[src/rtl/weighted_vertex_smoothing_defines.svh]
// ---------------------------------------------------------------------------
// Weighted vertex smoothing: assertion macros
// Short forms for the concurrent checks kept in the smoothing block.
// ---------------------------------------------------------------------------
`ifndef WEIGHTED_VERTEX_SMOOTHING_DEFINES_SVH
`define WEIGHTED_VERTEX_SMOOTHING_DEFINES_SVH

// Check that cons holds in the same cycle as ante.
`define WVS_ASSERT_NOW(label, clk, rst, ante, cons, msg) \
   label: assert property (@(posedge clk) disable iff (rst) (ante) |-> (cons)) \
      else $error(msg);

// Check that cons holds in the cycle after ante.
`define WVS_ASSERT_NEXT(label, clk, rst, ante, cons, msg) \
   label: assert property (@(posedge clk) disable iff (rst) (ante) |=> (cons)) \
      else $error(msg);

`endif

[src/rtl/wvs_pkg.sv]
// ---------------------------------------------------------------------------
// Weighted vertex smoothing: shared package
// Widths, register indexes, kernel codes and divider handshake types.
// ---------------------------------------------------------------------------
package wvs_pkg;

   localparam int WVS_EXP_DEPTH_DEFAULT = 256;
   localparam int EXP_ENTRY_W = 33;   // Q1.32 sample, entry 0 is exactly 1.0

   localparam int POS_W  = 32;
   localparam int SUM_W  = 64;
   localparam int TOT_W  = 48;
   localparam int DIV_NUM_W = 64;
   localparam int DIV_DEN_W = 48;
   localparam int CSR_ADDR_W = 3;
   localparam int CSR_DATA_W = 32;

   // register indexes
   localparam logic [CSR_ADDR_W-1:0] CSR_KERNEL_MODE     = 3'd0;
   localparam logic [CSR_ADDR_W-1:0] CSR_RELAX_FACTOR    = 3'd1;
   localparam logic [CSR_ADDR_W-1:0] CSR_DISTANCE_OFFSET = 3'd2;
   localparam logic [CSR_ADDR_W-1:0] CSR_GAUSS_SCALE     = 3'd3;
   localparam logic [CSR_ADDR_W-1:0] CSR_INCLUDE_CENTER  = 3'd4;

   // kernel codes; the spare code also runs the Gaussian kernel
   localparam logic [1:0] KERNEL_UNIFORM = 2'd0;
   localparam logic [1:0] KERNEL_INVERSE = 2'd1;
   localparam logic [1:0] KERNEL_GAUSS   = 2'd2;
   localparam logic [1:0] KERNEL_SPARE   = 2'd3;

   typedef struct packed {
      logic                 start;
      logic [DIV_NUM_W-1:0] dividend;
      logic [DIV_DEN_W-1:0] divisor;
   } div_req_type;

   typedef struct packed {
      logic                 busy;
      logic                 done;
      logic [DIV_NUM_W-1:0] quotient;
   } div_rsp_type;

endpackage

[src/rtl/wvs_div.sv]
// ---------------------------------------------------------------------------
// Weighted vertex smoothing: restoring divider
// Unsigned 64 by 48 bit division, one quotient bit per cycle.
// ---------------------------------------------------------------------------
module wvs_div
   import wvs_pkg::*;
(
   input  logic        clock,
   input  logic        reset,
   input  div_req_type req,
   output div_rsp_type rsp
);

   localparam int STEPS = DIV_NUM_W;
   localparam int CNT_W = $clog2(STEPS + 1);

   logic                 busy_ff, busy_in;
   logic                 done_ff, done_in;
   logic [CNT_W-1:0]     cnt_ff, cnt_in;
   logic [DIV_DEN_W-1:0] rem_ff, rem_in;
   logic [DIV_DEN_W-1:0] den_ff, den_in;
   logic [DIV_NUM_W-1:0] quo_ff, quo_in;

   logic [DIV_DEN_W:0]   shifted;
   logic                 fits;

   always_comb begin
      shifted = {rem_ff, quo_ff[DIV_NUM_W-1]};
      fits    = shifted >= {1'b0, den_ff};
      busy_in = busy_ff;
      done_in = 1'b0;
      cnt_in  = cnt_ff;
      rem_in  = rem_ff;
      den_in  = den_ff;
      quo_in  = quo_ff;
      if (req.start) begin
         busy_in = 1'b1;
         cnt_in  = CNT_W'(STEPS);
         rem_in  = '0;
         den_in  = req.divisor;
         quo_in  = req.dividend;
      end else if (busy_ff) begin
         rem_in = fits ? DIV_DEN_W'(shifted - {1'b0, den_ff}) : shifted[DIV_DEN_W-1:0];
         quo_in = {quo_ff[DIV_NUM_W-2:0], fits};
         cnt_in = cnt_ff - CNT_W'(1);
         if (cnt_ff == CNT_W'(1)) begin
            busy_in = 1'b0;
            done_in = 1'b1;
         end
      end
   end

   always_ff @(posedge clock) begin
      if (reset) begin
         busy_ff <= 1'b0;
         done_ff <= 1'b0;
         cnt_ff  <= '0;
      end else begin
         busy_ff <= busy_in;
         done_ff <= done_in;
         cnt_ff  <= cnt_in;
      end
      rem_ff <= rem_in;
      den_ff <= den_in;
      quo_ff <= quo_in;
   end

   assign rsp.busy     = busy_ff;
   assign rsp.done     = done_ff;
   assign rsp.quotient = quo_ff;

endmodule

[config.mk]
export PLATFORM = sky130hd
export DESIGN_NAME = wvs_div
export DESIGN_NICKNAME = d
export VERILOG_FILES = /design/src/rtl/weighted_vertex_smoothing_defines.svh /design/src/rtl/wvs_pkg.sv /design/src/rtl/wvs_div.sv
export SDC_FILE = /design/constraint.sdc
export NUM_CORES = 1
export LEC_CHECK = 0
export BUFFER_PORTS_ARGS = -buffer_cell sky130_fd_sc_hd__buf_2
export CAP_MARGIN = 40
export CORE_ASPECT_RATIO = 1.2
export CORE_MARGIN = 5
export CORE_UTILIZATION = 43
export CTS_BUF_LIST = sky130_fd_sc_hd__clkbuf_16
export CTS_CLUSTER_DIAMETER = 150
export DETAILED_ROUTE_END_ITERATION = 10
export GPL_ROUTABILITY_DRIVEN = 0
export GPL_TIMING_DRIVEN = 1
export PLACE_DENSITY = 0.67
export SLEW_MARGIN = 15
export SYNTH_ARGS = -nofsm -noshare
export SYNTH_HDL_FRONTEND = slang
export SYNTH_SLANG_ARGS = --single-unit
[constraint.sdc]
create_clock -name clock -period 4.4 [get_ports clock]
set_clock_uncertainty 0.1 [all_clocks]
set_input_delay 0.88 -clock clock [delete_from_list [all_inputs] [get_ports clock]]
set_output_delay 0.88 -clock clock [all_outputs]
set_load 0.02 [all_outputs]
-- After elaboration in Yosys (flattened, before gate mapping)
Index checks and enable logic that the tools add are counted.
- register bits: 169
- bits of input ports: 115
- output and inout port bits: 66
- word-level logic and storage cells: 24
- add/sub/neg operators: 2
- $lt $le $gt $ge: 1
- equal/unequal tests: 1
- multiplexer cells: 9
- bitwise operators: 1
- reduce and logical (&&, ||, !) cells: 3
- operators by type and width (cell ; count):
    $mux W64 ; 2
    $ge A49 B48 Y1 ; 1
    $mux W48 ; 1
    $sub A48 B48 Y48 ; 1
    $mux W7 ; 2
    $eq A7 B1 Y1 const B ; 1
    $sub A7 B1 Y7 const B ; 1
    $mux W1 ; 4
    $reduce_or A3 Y1 ; 1
    $reduce_bool A2 Y1 ; 1
    $reduce_or A2 Y1 ; 1
    $not A1 Y1 ; 1

-- Longest topological paths before layout
Gate-level depths: netlist of run 1.
- word-level depth: 4
- depth in mapped cells: 14
- depth with buffers taken out: 12

-- Least setup slack after synthesis of run 1
No wires, ideal clock.
- path type: in2reg
- start point: input req[112] (netlist name)
- end point: register quo_ff[0] (enable)
- setup time: 419 ps
- arrival time: 2837 ps
- data required time: 3881 ps
- setup slack: 1044 ps
- cell stages on the path: 4
- path buffers: 2
- cell sequence: clkbuf_1 > clkbuf_1 > nor2_1 > inv_1
- longest elaborated chain between the ends: 1
- RTL lines (element ; line ; text):
    start, declared ; wvs_div.sv:10 ; input div_req_type req,
    $reduce_bool A2 Y1 (no source line) ; n/a ;
    end signal, assigned ; wvs_div.sv:65 ; quo_ff <= quo_in;
    end, declared ; wvs_div.sv:22 ; logic [DIV_NUM_W-1:0] quo_ff, quo_in;
No other way between the ends.
A chain may end at the register's enable or synchronous reset.

-- Worst setup path after layout of run 1
- start point: register den_ff[9]
- end point: register rem_ff[3]
- longest elaborated chain between the ends: 2
- RTL lines (element ; line ; text):
    start, declared ; wvs_div.sv:21 ; logic [DIV_DEN_W-1:0] den_ff, den_in;
    start signal, assigned ; wvs_div.sv:64 ; den_ff <= den_in;
    $ge A49 B48 Y1 ; wvs_div.sv:29 ; fits = shifted >= {1'b0, den_ff};
    $mux W48 ; wvs_div.sv:43 ; rem_in = fits ? DIV_DEN_W'(shifted - {1'b0, den_ff}) : shifted[DIV_DEN_W-1:0];
    end signal, assigned ; wvs_div.sv:63 ; rem_ff <= rem_in;
    end, declared ; wvs_div.sv:20 ; logic [DIV_DEN_W-1:0] rem_ff, rem_in;
No other way between the ends.

==> results of run 1 <==
==> stage by stage <==
step	cell area [sq um]	util
global placement	10770	0.4829
global route	11370	0.5099
detailed placement	10780	0.4836
finish	11370	0.5099
floorplan	9689	-
CTS	11370	0.5099
==> layout by cell type (no fill, tap or decap), types with 9 or more instances in the layout <==
cell type	netlist	layout
dfxtp_1	57	56
edfxtp_1	112	112
inv_1	69	68
buf_2	10	179
mux2i_1	30	30
a211oi_1	33	33
ha_1	50	50
o21ai_0	51	51
a21oi_1	62	62
xor2_1	26	26
xnor2_1	20	20
buf_4	7	9
nand3_1	16	16
nor2_1	79	78
nor3_1	15	15
a21o_1	20	20
o21bai_1	10	10
nand2_1	67	67
nand4_1	18	18
mux2_2	65	65
clkbuf_16	0	17
==> critical path: cells and delay by family (launching register included) <==
| family | cells | cell delay [ns] |
|---|---|---|
| mux | 1 | 0.25 |
| buf+inv | 2 | 0.44 |
| flops | 1 | 0.33 |
| simple gates | 4 | 1.02 |
| fa+ha+maj | 1 | 0.42 |
| compound gates | 3 | 0.92 |
==> power by group through the flow <==
| stage | registers (mW) | clock network (mW) | logic [mW] |
|---|---|---|---|
| finish | 1.92 | 1.49 | 0.895 |
| global route | 1.93 | 1.58 | 0.989 |
| detailed placement | 1.95 | 0 | 0.894 |
| CTS | 1.92 | 1.53 | 0.898 |
| global placement | 1.95 | 0 | 0.886 |
| floorplan | 2.01 | 0 | 0.550 |
==> area by class of cell <==
| type | instances | area [sq um] | area share |
|---|---|---|---|
| timing repair buffer | 191 | 1010 | 0.08882 |
| multi-input combinational | 656 | 4659 | 0.4099 |
| inverter | 69 | 259.0 | 0.02278 |
| clock buffer | 17 | 425.4 | 0.03742 |
| sequential | 169 | 4506 | 0.3963 |
| tap | 279 | 349.1 | 0.03071 |
| clock inverter | 14 | 160.2 | 0.01409 |
==> worst paths after layout <==
kind / depth (start not counted) / to / slack [ns] / from
max: 11 / rem_ff[3] / 0.77 / den_ff[9]
min: 2 / rem_ff[2] / 0.39 / rem_ff[2]
max reg2reg: 11 / rem_ff[3] / 0.77 / den_ff[9]
min reg2reg: 2 / rem_ff[2] / 0.39 / rem_ff[2]
==> cells by family after synthesis <==
kind of cell | count (synthesis)
multiplexers | 95
flip-flops | 169
buffers and inverters | 123
AND/OR/NAND/NOR | 234
adder cells (fa/ha/maj) | 51
AO/OA/AOI/OAI | 230
XOR/XNOR | 46
==> sequential cells by signal (all words and copies together), names as in the netlist <==
signal	count
done_ff	1
rem_ff	48
busy_ff	1
den_ff	48
cnt_ff	7
quo_ff	64
==> metal layers <==
| metal | up-vias | routed length, um |
|---|---|---|
| met5 | - | 13 |
| met4 | 2 | 448 |
| met3 | 32 | 1882 |
| met2 | 241 | 12330 |
| met1 | 3537 | 10120 |
| li1 | 3776 | - |
==> cell usage after synthesis, types with 2 or more instances <==
cell type	n
o22ai_1	6
dfxtp_1	57
and4_1	4
a221oi_1	2
a22o_1	3
xor2_1	26
and2_1	2
buf_4	7
or3_1	3
ha_1	50
a41oi_1	2
inv_1	69
o21a_1	6
buf_1	2
o31a_1	2
edfxtp_1	112
mux2_2	65
nand3_1	16
a31oi_1	6
nor3_1	15
or2_2	3
nor2_1	79
mux2i_1	30
a21o_1	20
xnor2_1	20
a311oi_1	2
nor2b_1	3
clkbuf_1	32
and3_1	8
nor4b_1	2
o21ai_0	51
nand2_1	67
o21bai_1	10
o31ai_1	5
a211oi_1	33
nor4_1	3
a211o_1	2
nand2b_1	5
o211ai_1	5
buf_2	10
nand4_1	18
a21oi_1	62
nand3b_1	3
==> results summary, run 1 <==
In this run the standard cell core region covers 0.02230 sq mm. For this design the ratio of total power to cell area is 377.9 mW/mm^2. The routed layout has 7588 vias. The aggregate negative setup slack is 0 ns. The number of enable flip-flop cells after synthesis came out at 112. The maximum root-to-sink buffer count came out at 2. The synthesized-area fraction occupied by xor and xnor cells is 0.04158. The share of flip-flops with an asynchronous set or reset after synthesis is 0. The maximum level of the CTS H-tree came out at 4. In this run, post-CTS repair resized a total of 0 instances. Synthesis handed over a netlist of 948 instances. TritonCTS built the clock tree. The type of the most critical hold path is flop to flop.

The area fraction of the dominant cell type after synthesis came out at 0.3471. In the global route stage, overall resource usage came out at 0.1929. The number of I/O port buffers came out at 180. The highest fanout seen on the critical path came out at 23. The layout net count is 1270.

In the global route stage, met2 resource usage came out at 0.3377. In the routed layout, each cell is associated on average with a via count of 5.439. By area, the combinational part of the netlist is dominated by compound AO/OA/AOI/OAI gates. For this run, the number of standard cells in the final layout without fillers is 1395. The number of post-CTS setup repair buffers came out at 0. The cell total after placement came out at 1364. From left edge to right edge, the die measures 147.0 um.

The launching element type of the critical path is a flop. The post-synthesis adder-cell area fraction came out at 0.06663. After filler insertion, the fill cell instance count of the layout stands at 2076. For this design, the slowest cell found on the critical path is a21oi_4. For this run, global-route usage on met1 was measured as 0.2241.

The remaining global-route overflow is 0. The setup path with the least slack is of type flop to flop. The share of total power dissipated in combinational logic is 0.208.

The number of endpoints with negative hold slack in the final report came out at 0. The row count is 60. The portion of synthesized area spent on multiplexers is 0.1065.

The detailed placer's ending HPWL is 18510 um. The initial cell density of the core is 0.4346. The wire length per cell came out at 17.77 um.

For the worst-skew pair, the clock arrives at the later sink with an insertion delay of 0.43 ns. The post-synthesis net count is 1114. The complex-gate fraction of the synthesized area is 0.1529. The worst-case setup margin in the final layout came out at 0.7737 ns. The number of pins with negative max-slew slack in the final report came out at 0. The first global-routing pass estimated 39970 um of wire. Of the cells placed in the final design, the portion with a size suffix greater than 1 is 0.2679.

VDD sags by at most 243.2 uV. The total internal power came out at 2.958 mW. The run finished with clean final reports. The initial detailed-routing violation count came out at 351. The number of buffers inserted by hold repair at cts came out at 0. Setup repair after global routing left no endpoint under its margin. The part of the cycle the worst path needs is 0.8242.

In this run the most used layer during global routing was met2. The tree built by TritonCTS fans out to 169 sinks. The floorplan step defined a die boundary enclosing 0.02565 sq mm. The TritonCTS buffer count is 17. The number of storage elements in the synthesis netlist is 169.

The number of warning messages in the yosys log is 0. The met3 demand-to-capacity share in global routing is 0.06128. The static leakage is 4.782 nW. The clock period minus final worst setup slack is around 3.6 ns. The clock transition time at the flip-flop clock pins of the worst setup and hold paths is 0.07 ns. The via count of the first global-routing pass is 7823. The antenna diode count came out at 0.

The mean instance size in the synthesized netlist is between 10 and 15 sq um. The max-capacitance violation count is 0. The area overhead of the layout relative to synthesis came out at 17.33%.

The I/O pin count came out at 181. The remaining routing DRC violations is 0. The final total power came out at 4.296 mW. STA classifies the critical path endpoint as a flop. The root buffer cell chosen for the clock tree is clkbuf_16. The cell area that synthesis handed to floorplanning was roughly 0.0097 sq mm. The largest stage delay on the critical path came out at 0.56 ns.

The count of cell types in the netlist came out at 63. The number of routed nets with antenna violations is 0. OpenSTA, run right after detailed placement, puts the worst setup slack at 0.8105 ns. The maximum number of pins on one net before global-route repair came out at 76. At the pin with the least slew margin, the transition time is ~0.85 ns. The worst path required time is around 4.6 ns. Of the total synthesized cell area, the portion taken by AND, OR, NAND and NOR gates is 0.1122. The final wirelength came out at 24790 um. Sorting the synthesized cells by area gives the leading types as edfxtp_1 (35%), dfxtp_1 (12%), mux2_2 (7.6%). The number of search-and-repair iterations in the first detailed-routing pass is 5. Traced cell by cell, the critical path runs through inv_1 > ha_1 > nand4_1 > nor2_1 > or4b_4 > o31ai_4 > nor3_1 > a21oi_4 > buf_4 > mux2i_1 > a211oi_1. Static timing analysis puts the maximum clock frequency at 275.8 MHz. In this run the vertical extent of the chip is 174.4 um. The sequential cell area fraction in the yosys report is 0.4649.

The net switching power came out at 1.338 mW. The portion of total power attributed to sequential cells came out at 0.446. The initial antenna violation count came out at 1. The final hold slack came out at 0.3855 ns. The cell taking the most area after synthesis is edfxtp_1. The number of endpoints failing setup at the final stage came out at 0. In the synthesized netlist the dominant register cell turns out to be edfxtp_1. The critical path data arrival time came out at 3.82 ns. The headroom to the max-slew limit came out at 0.4296. The switching power share of the total came out at 0.3114. The share of total power dissipated in the clock network is 0.346.
Note: power is estimated with default switching activity, not from simulation.
==> run 2, diff against run 1 <==
PLACE_DENSITY = 0.7   (was 0.67)
clock period = 3 ns   (was 4.4 ns; I/O delays follow)
==> results summary, run 2 (synthesis gave the netlist of run 1 again) <==
For this block, the routed nets add up to 28510 um of wire. The total internal power is 4.591 mW. Traced cell by cell, the critical path runs through inv_1 > ha_1 > nand4_1 > nor2_2 > or4b_4 > o31ai_4 > nor3_2 > buf_4 > a21oi_4 > buf_12 > buf_16 > mux2i_2 > a211oi_1. The number of search-and-repair iterations in the first detailed-routing pass came out at 5.

The insertion delay to the later sink of the worst-skew pair came out at 0.43 ns. The post-detailed-route via-to-cell ratio is around 5.5. The worst setup path is captured at a flop. The maximum level of the CTS H-tree came out at 4.

The chip width came out at around 150 um. The layout net count is 1394. The flow ran to the end, but the final reports show violations. Leaving out fill and tap cells, the most frequent cells in the layout are buf_2 (179), buf_4 (121), edfxtp_1 (112).

The number of pins with negative max-slew slack in the final report is 0. The share of final-layout standard cells stronger than drive strength 1 is 0.3989. For this design the top-level I/O count stands at roughly 180.

The floorplan step defined a die boundary enclosing between 0.02 and 0.03 sq mm. The remaining global-route overflow is 0. The largest stage delay on the critical path came out at 0.49 ns. For this design the total switching power over the nets is 2.139 mW. The largest registers in the layout are quo_ff: 64 flops, den_ff: 48 flops, rem_ff: 48 flops. The number of vias after detailed routing came out at about 8400. The tightest hold path in the finished design has a slack of roughly 0.24 ns. The critical path is of the flop to flop type. The wire length per cell is 18.76 um. The via count of the first global-routing pass came to around 8600. The pre-CTS worst setup slack came out at -0.1472 ns. The vertical extent of the die came out at between 150 and 200 um. The kind of cell with the highest combined delay along the critical path is simple AND/OR/NAND/NOR gates.

In this run the clock root is driven by a clkbuf_16. The path class of the tightest hold or removal check is input port to flop. The clock period minus final worst setup slack came out at 3.104 ns. The switching power share of the total came out at 0.3178. The sink count of the clock tree is 169. The worst-case setup margin in the final layout is -0.1039 ns. The number of clock buffers added by TritonCTS is 17. The checks that failed: setup timing. The number of buffer and inverter stages on the critical path came out at 4. For hold timing, the worst endpoint is den_ff[3]. Buffers placed on the I/O ports in this run total 180. The number of endpoints with negative hold slack in the final report came out at 0. The worst hold path startpoint is req[3]. The initial detailed-routing violation count is roughly 520. Leaving out fill and tap cells, the most frequent cell in the layout is buf_2. The first global-routing pass estimated 43300 um of wire. The worst path required time came out at 3.17 ns. The overall routing resource usage came out at 0.2102.

The share of total power dissipated in combinational logic is 0.251. The post-layout instance count excluding filler cells is 1520. The launch point of the worst reg-to-reg path is den_ff[13].

The highest attainable clock frequency is 322.2 MHz. The TritonCTS clock tree is done. Ranked by flip-flop count, first place goes to quo_ff. The number of routed nets with antenna violations is 0. In this run the power density over the cells is 519.1 mW/mm^2. The row count is 60. The path length in cells of the critical path came out at 13. Setup violations remaining at the end of the flow were counted as 39. The depth of the worst hold-timing path came out at 1. Setup slack on the worst reg-to-reg path comes out at -0.10 ns. The placeable core area came out at between 0.02 and 0.025 sq mm. The maximum number of pins on one net before global-route repair is 65. Setup repair after global routing could not meet its margin everywhere. The remaining routing DRC violations is 0.

The antenna diode count came out at 0. The max-capacitance violation count is 0. The worst reg-to-reg path cell count came out at 13. The initial antenna violation count came out at 2. The maximum root-to-sink buffer count came out at 2. The endpoint identified for the worst register-to-register timing path is rem_ff[14]. Of the total power, the clock network draws 0.331.

The detailed placer's ending HPWL came out at 20360 um. Headroom to the max-slew limit came out at 0.5290. The clock transition time at the flip-flop clock pins of the worst setup and hold paths is about 0.080 ns.

The final total power is 6.730 mW. At the worst endpoint, the arrival time is 3.28 ns. The register with the most flip-flops in the layout has 64 of them. Along the worst path, the maximum fanout reaches 18. The number of hold buffers added after CTS was 0. From synthesis to final layout, the design area changed by 33.82%. The cell total after placement is 1466. The portion of total power attributed to sequential cells is 0.418. At the pin with the least slew margin, the transition time is 0.7065 ns.

The largest voltage drop on the vdd net is 342.0 uV. Among all stages on the critical path, the largest delay is contributed by or4b_4. The part of the cycle the worst path needs came out at 1.035. In this run the static leakage power is 5.503 nW. The initial cell density of the core came out at 0.4346. The worst setup path is launched from a flop.
run 2: routing by layer:
layer | share of wire | wire length (um) | vias to the layer above | track usage
li1 | - | - | 4021 | -
met1 | 0.40 | 11300 | 3967 | 0.2375
met2 | 0.50 | 14230 | 315 | 0.3781
met3 | 0.081 | 2312 | 56 | 0.06649
met4 | 0.023 | 644 | 4 | 0.06333
met5 | 0.0012 | 34 | - | 0
run 2: per-stage QoR:
stage / setup TNS, ns / util / instance area, sq um
after floorplan: 0 / - / 9693
after CTS: 0 / 0.5569 / 12420
after detailed placement: -3.828 / 0.5194 / 11580
after global placement: -1.400 / 0.5194 / 11580
final: -1.311 / 0.5815 / 12970
after global routing: -7.400 / 0.5815 / 12970
run 2: worst register-to-register path, delay by kind of cell (launching register included):
kind            cells  cell delay (ns)
buf+inv             4             0.55
fa+ha+maj           1             0.32
simple gates        4             0.92
compound gates      3             0.49
mux                 1             0.25
flops               1             0.33
run 2: area by class of cell:
| class | instances | area (sq um) |
|---|---|---|
| clock buffers | 17 | 425.4 |
| clock inverters | 15 | 172.7 |
| flip-flops and latches | 169 | 4506 |
| fillers | 1867 | 9330 |
| repair buffers | 315 | 2090 |
| multi-input cells | 656 | 5161 |
| inverters | 69 | 262.8 |
| well taps | 279 | 349.1 |
run 2: what timing repair did:
| action | CTS | global route |
|---|---|---|
| cloned | 1 | 3 |
| setup buffers | 12 | 6 |
| setup endpoints to repair | 49 | 49 |
| pin swaps | 14 | 21 |
| resized for setup | 25 | 73 |
| endpoints found under the hold margin | 0 | 0 |
run 2: how the worst max path moves through the flow:
stage | slack, ns | to | startpoint
finish | -0.10 | rem_ff[14] | den_ff[13]
global route | -0.22 | rem_ff[20] | den_ff[13]
global placement | -0.11 | rem_ff[32] | den_ff[15]
detailed placement | -0.15 | rem_ff[39] | den_ff[15]
floorplan | 0.05 | rem_ff[32] | quo_ff[63]
CTS | 0.004 | quo_ff[0] | den_ff[31]
run 2: power by group through the flow:
stage | sequential, mW | clock, mW | combinational (mW)
after detailed placement | 2.86 | 0 | 1.50
after global placement | 2.85 | 0 | 1.48
final | 2.82 | 2.23 | 1.69
after CTS | 2.81 | 2.27 | 1.55
after global routing | 2.84 | 2.38 | 1.82
after floorplan | 2.95 | 0 | 0.808
==> run 3, diff against run 2 <==
CORE_MARGIN = 3   (was 5)
SKIP_LAST_GASP = 1   (was not set)
==> results summary, run 3 (synthesis gave the netlist of run 1 again) <==
The checks that failed: setup timing. The remaining routing DRC violations came out at 0. Leaving out fill and tap cells, the most frequent cells in the layout are buf_2 (179), edfxtp_1 (112), buf_4 (111). The number of routed nets with antenna violations came out at 0. During I/O placement, the number of pins put on the boundary was 181.

The largest voltage drop on the vdd net came out at 357.9 uV. In this run the worst path has a maximum fanout of 14. The share of total power dissipated in sequential elements is 0.418. CTS saw 169 sinks. Counting I/O delays and the setup requirement, the final critical path takes 3.023 ns.

The insertion delay to the later sink of the worst-skew pair came out at approximately 0.44 ns. CTS placed an instance of clkbuf_16 at the clock tree root. The clock transition time at the flip-flop clock pins of the worst setup and hold paths is 0.08 ns. Of the total power, the share spent switching nets is 0.3197. In the global route stage, overall resource usage came out at 0.2181. The placeable core area is 0.02192 sq mm. The share of final-layout standard cells stronger than drive strength 1 came out at 0.3920.

In this run the core area contains roughly 60 standard-cell rows. The run finished, with violations left. At the pin with the least slew margin, the transition time is 0.9038 ns. The die is roughly 140 um wide. quo_ff holds more flip-flops than any other register. The detailed placer's ending HPWL came out at 19590 um. The initial detailed-routing violation count is about 500.

The via count of the first global-routing pass is about 8400. Wires add up to 27320 um. The area enclosed by the die boundary came out at 0.02438 sq mm.

From synthesis to final layout, the design area changed by 31.86%. The internal portion of the total power is 4.584 mW. The power density of the placed cells is 527.4 mW/mm^2. The worst setup path is launched from a flop.

The maximum number of pins on one net before global-route repair is 66. The final-layout fill cell count is between 1500 and 2000. The initial antenna violation count came out at 0. The worst-case setup margin in the final layout is -0.02275 ns. Summed over all layers, the global routing overflow is 0. The worst path required time came out at 3.08 ns.

The critical path data arrival time is between 3 and 4 ns. The number of vias after detailed routing came out at 8318. At the end of the flow, the number of nets in the layout was 1380. For this design the total switching power over the nets is 2.154 mW. The share of power burned in combinational logic is 0.244.

The share of total power dissipated in the clock network is 0.338. The maximum level of the CTS H-tree is 4. Setup violations remaining at the end of the flow were counted as 1. Across the run, the number of max-cap violations was 0. The headroom to the max-slew limit is 0.3953.

The number of endpoints with negative hold slack in the final report is 0. The number of I/O port buffers came out at 180. The number of search-and-repair iterations in the first detailed-routing pass is 6.

In this run the worst hold path is classified as input port to flop. The number of pins with negative max-slew slack in the final report came to 0. The most common cell after layout, fill and taps aside is buf_2. The register with the most flip-flops in the layout has 64 of them.

The setup path with the least slack is of type flop to flop. Setup repair after global routing could not meet its margin everywhere. The part of the cycle the worst path needs came out at 1.008. The TritonCTS buffer count came out at 17.

The clock passes through at most 2 buffers. The final standard cell utilization of the core is 0.5827. The tightest hold path in the finished design has a slack of around 0.23 ns. The post-detailed-route via-to-cell ratio came out at 5.538. The vertical extent of the die came out at about 170 um.

In the final routed layout, each cell accounts on average for between 15 and 20 um. The initial cell density of the core is 0.4419. TritonCTS built the clock tree. The largest registers in the layout are quo_ff: 64 flops, den_ff: 48 flops, rem_ff: 48 flops. The global-route wire length before repair is approximately 42000 um. The static leakage came out at 5.420 nW. The highest attainable clock frequency is 330.8 MHz. STA classifies the critical path endpoint as a flop.
-- run 3: changes by cell type in the layout (fill, tap and decap cells not counted), moves of 3 or more --
cell,change
clkbuf_16,-3
mux2i_1,+3
buf_4,-10
buf_12,+3
buf_16,-3
a21oi_2,+3
-- run 3: critical path, stage by stage, from the launching register on --
cell,delay [ns]
edfxtp_1,0.38
inv_2,0.08
ha_4,0.21
buf_4,0.17
a21oi_4,0.14
o21ai_1,0.09
a31oi_1,0.25
o211ai_1,0.20
a311oi_2,0.39
a21oi_4,0.06
buf_12,0.15
bufbuf_16,0.28
mux2_2,0.26
-- run 3: cell type report --
cell class                 count  area, sq um  area share
tap                          274        342.8     0.02683
clock buffer                  17        425.4     0.03330
inverter                      69        262.8     0.02057
timing repair buffer         301         1927      0.1508
multi-input combinational    656         5119      0.4006
antenna                        1        2.502   0.0001959
sequential                   169         4507      0.3528
clock inverter                15        190.2     0.01489
-- run 3: repair_timing --
| action | in CTS | in global routing |
|---|---|---|
| gates cloned | 1 | 0 |
| pin swaps | 11 | 27 |
| hold buffers | 0 | 0 |
| setup endpoints to repair | 49 | 49 |
| setup buffers | 7 | 4 |
| resized for setup | 30 | 64 |
-- run 3: metal layers --
metal / share of wire / GRT usage / vias up
li1: - / - / 3989
met2: 0.49 / 0.3720 / 326
met4: 0.031 / 0.08475 / 0
met3: 0.073 / 0.06183 / 68
met1: 0.40 / 0.2596 / 3935
met5: 0 / 0 / -
-- run 3: path summary, 6_finish.rpt --
path | from | endpoint | slack [ns] | cells past startpoint
hold reg to reg | rem_ff[42] | rem_ff[42] | 0.39 | 2
setup / recovery | den_ff[36] | quo_ff[0] | -0.02 | 12
hold / removal | req[13] | den_ff[13] | 0.23 | 1
setup reg to reg | den_ff[36] | quo_ff[0] | -0.02 | 12
-- run 3: metrics by stage --
step | worst slack [ns] | setup TNS (ns) | instances | power [mW] | area, sq um
5_1_grt | -0.1205 | -2.046 | 1501 | 7.033 | 12770
3_3_place_gp | -0.1831 | -2.305 | 1459 | 4.334 | 11560
3_5_place_dp | -0.2668 | -3.523 | 1459 | 4.355 | 11560
2_1_floorplan | 0.05345 | 0 | 948 | 3.757 | 9693
4_1_cts | -0.03338 | -0.2487 | 1497 | 6.675 | 12390
6_report | -0.02275 | -0.02275 | 1502 | 6.738 | 12780
-- run 3: power groups by stage --
| stage | Clock [mW] | Sequential (mW) | Combinational, mW |
|---|---|---|---|
| final | 2.27 | 2.82 | 1.65 |
| after global routing | 2.40 | 2.84 | 1.79 |
| after CTS | 2.32 | 2.81 | 1.54 |
| after floorplan | 0 | 2.95 | 0.808 |
| after global placement | 0 | 2.86 | 1.48 |
| after detailed placement | 0 | 2.86 | 1.50 |
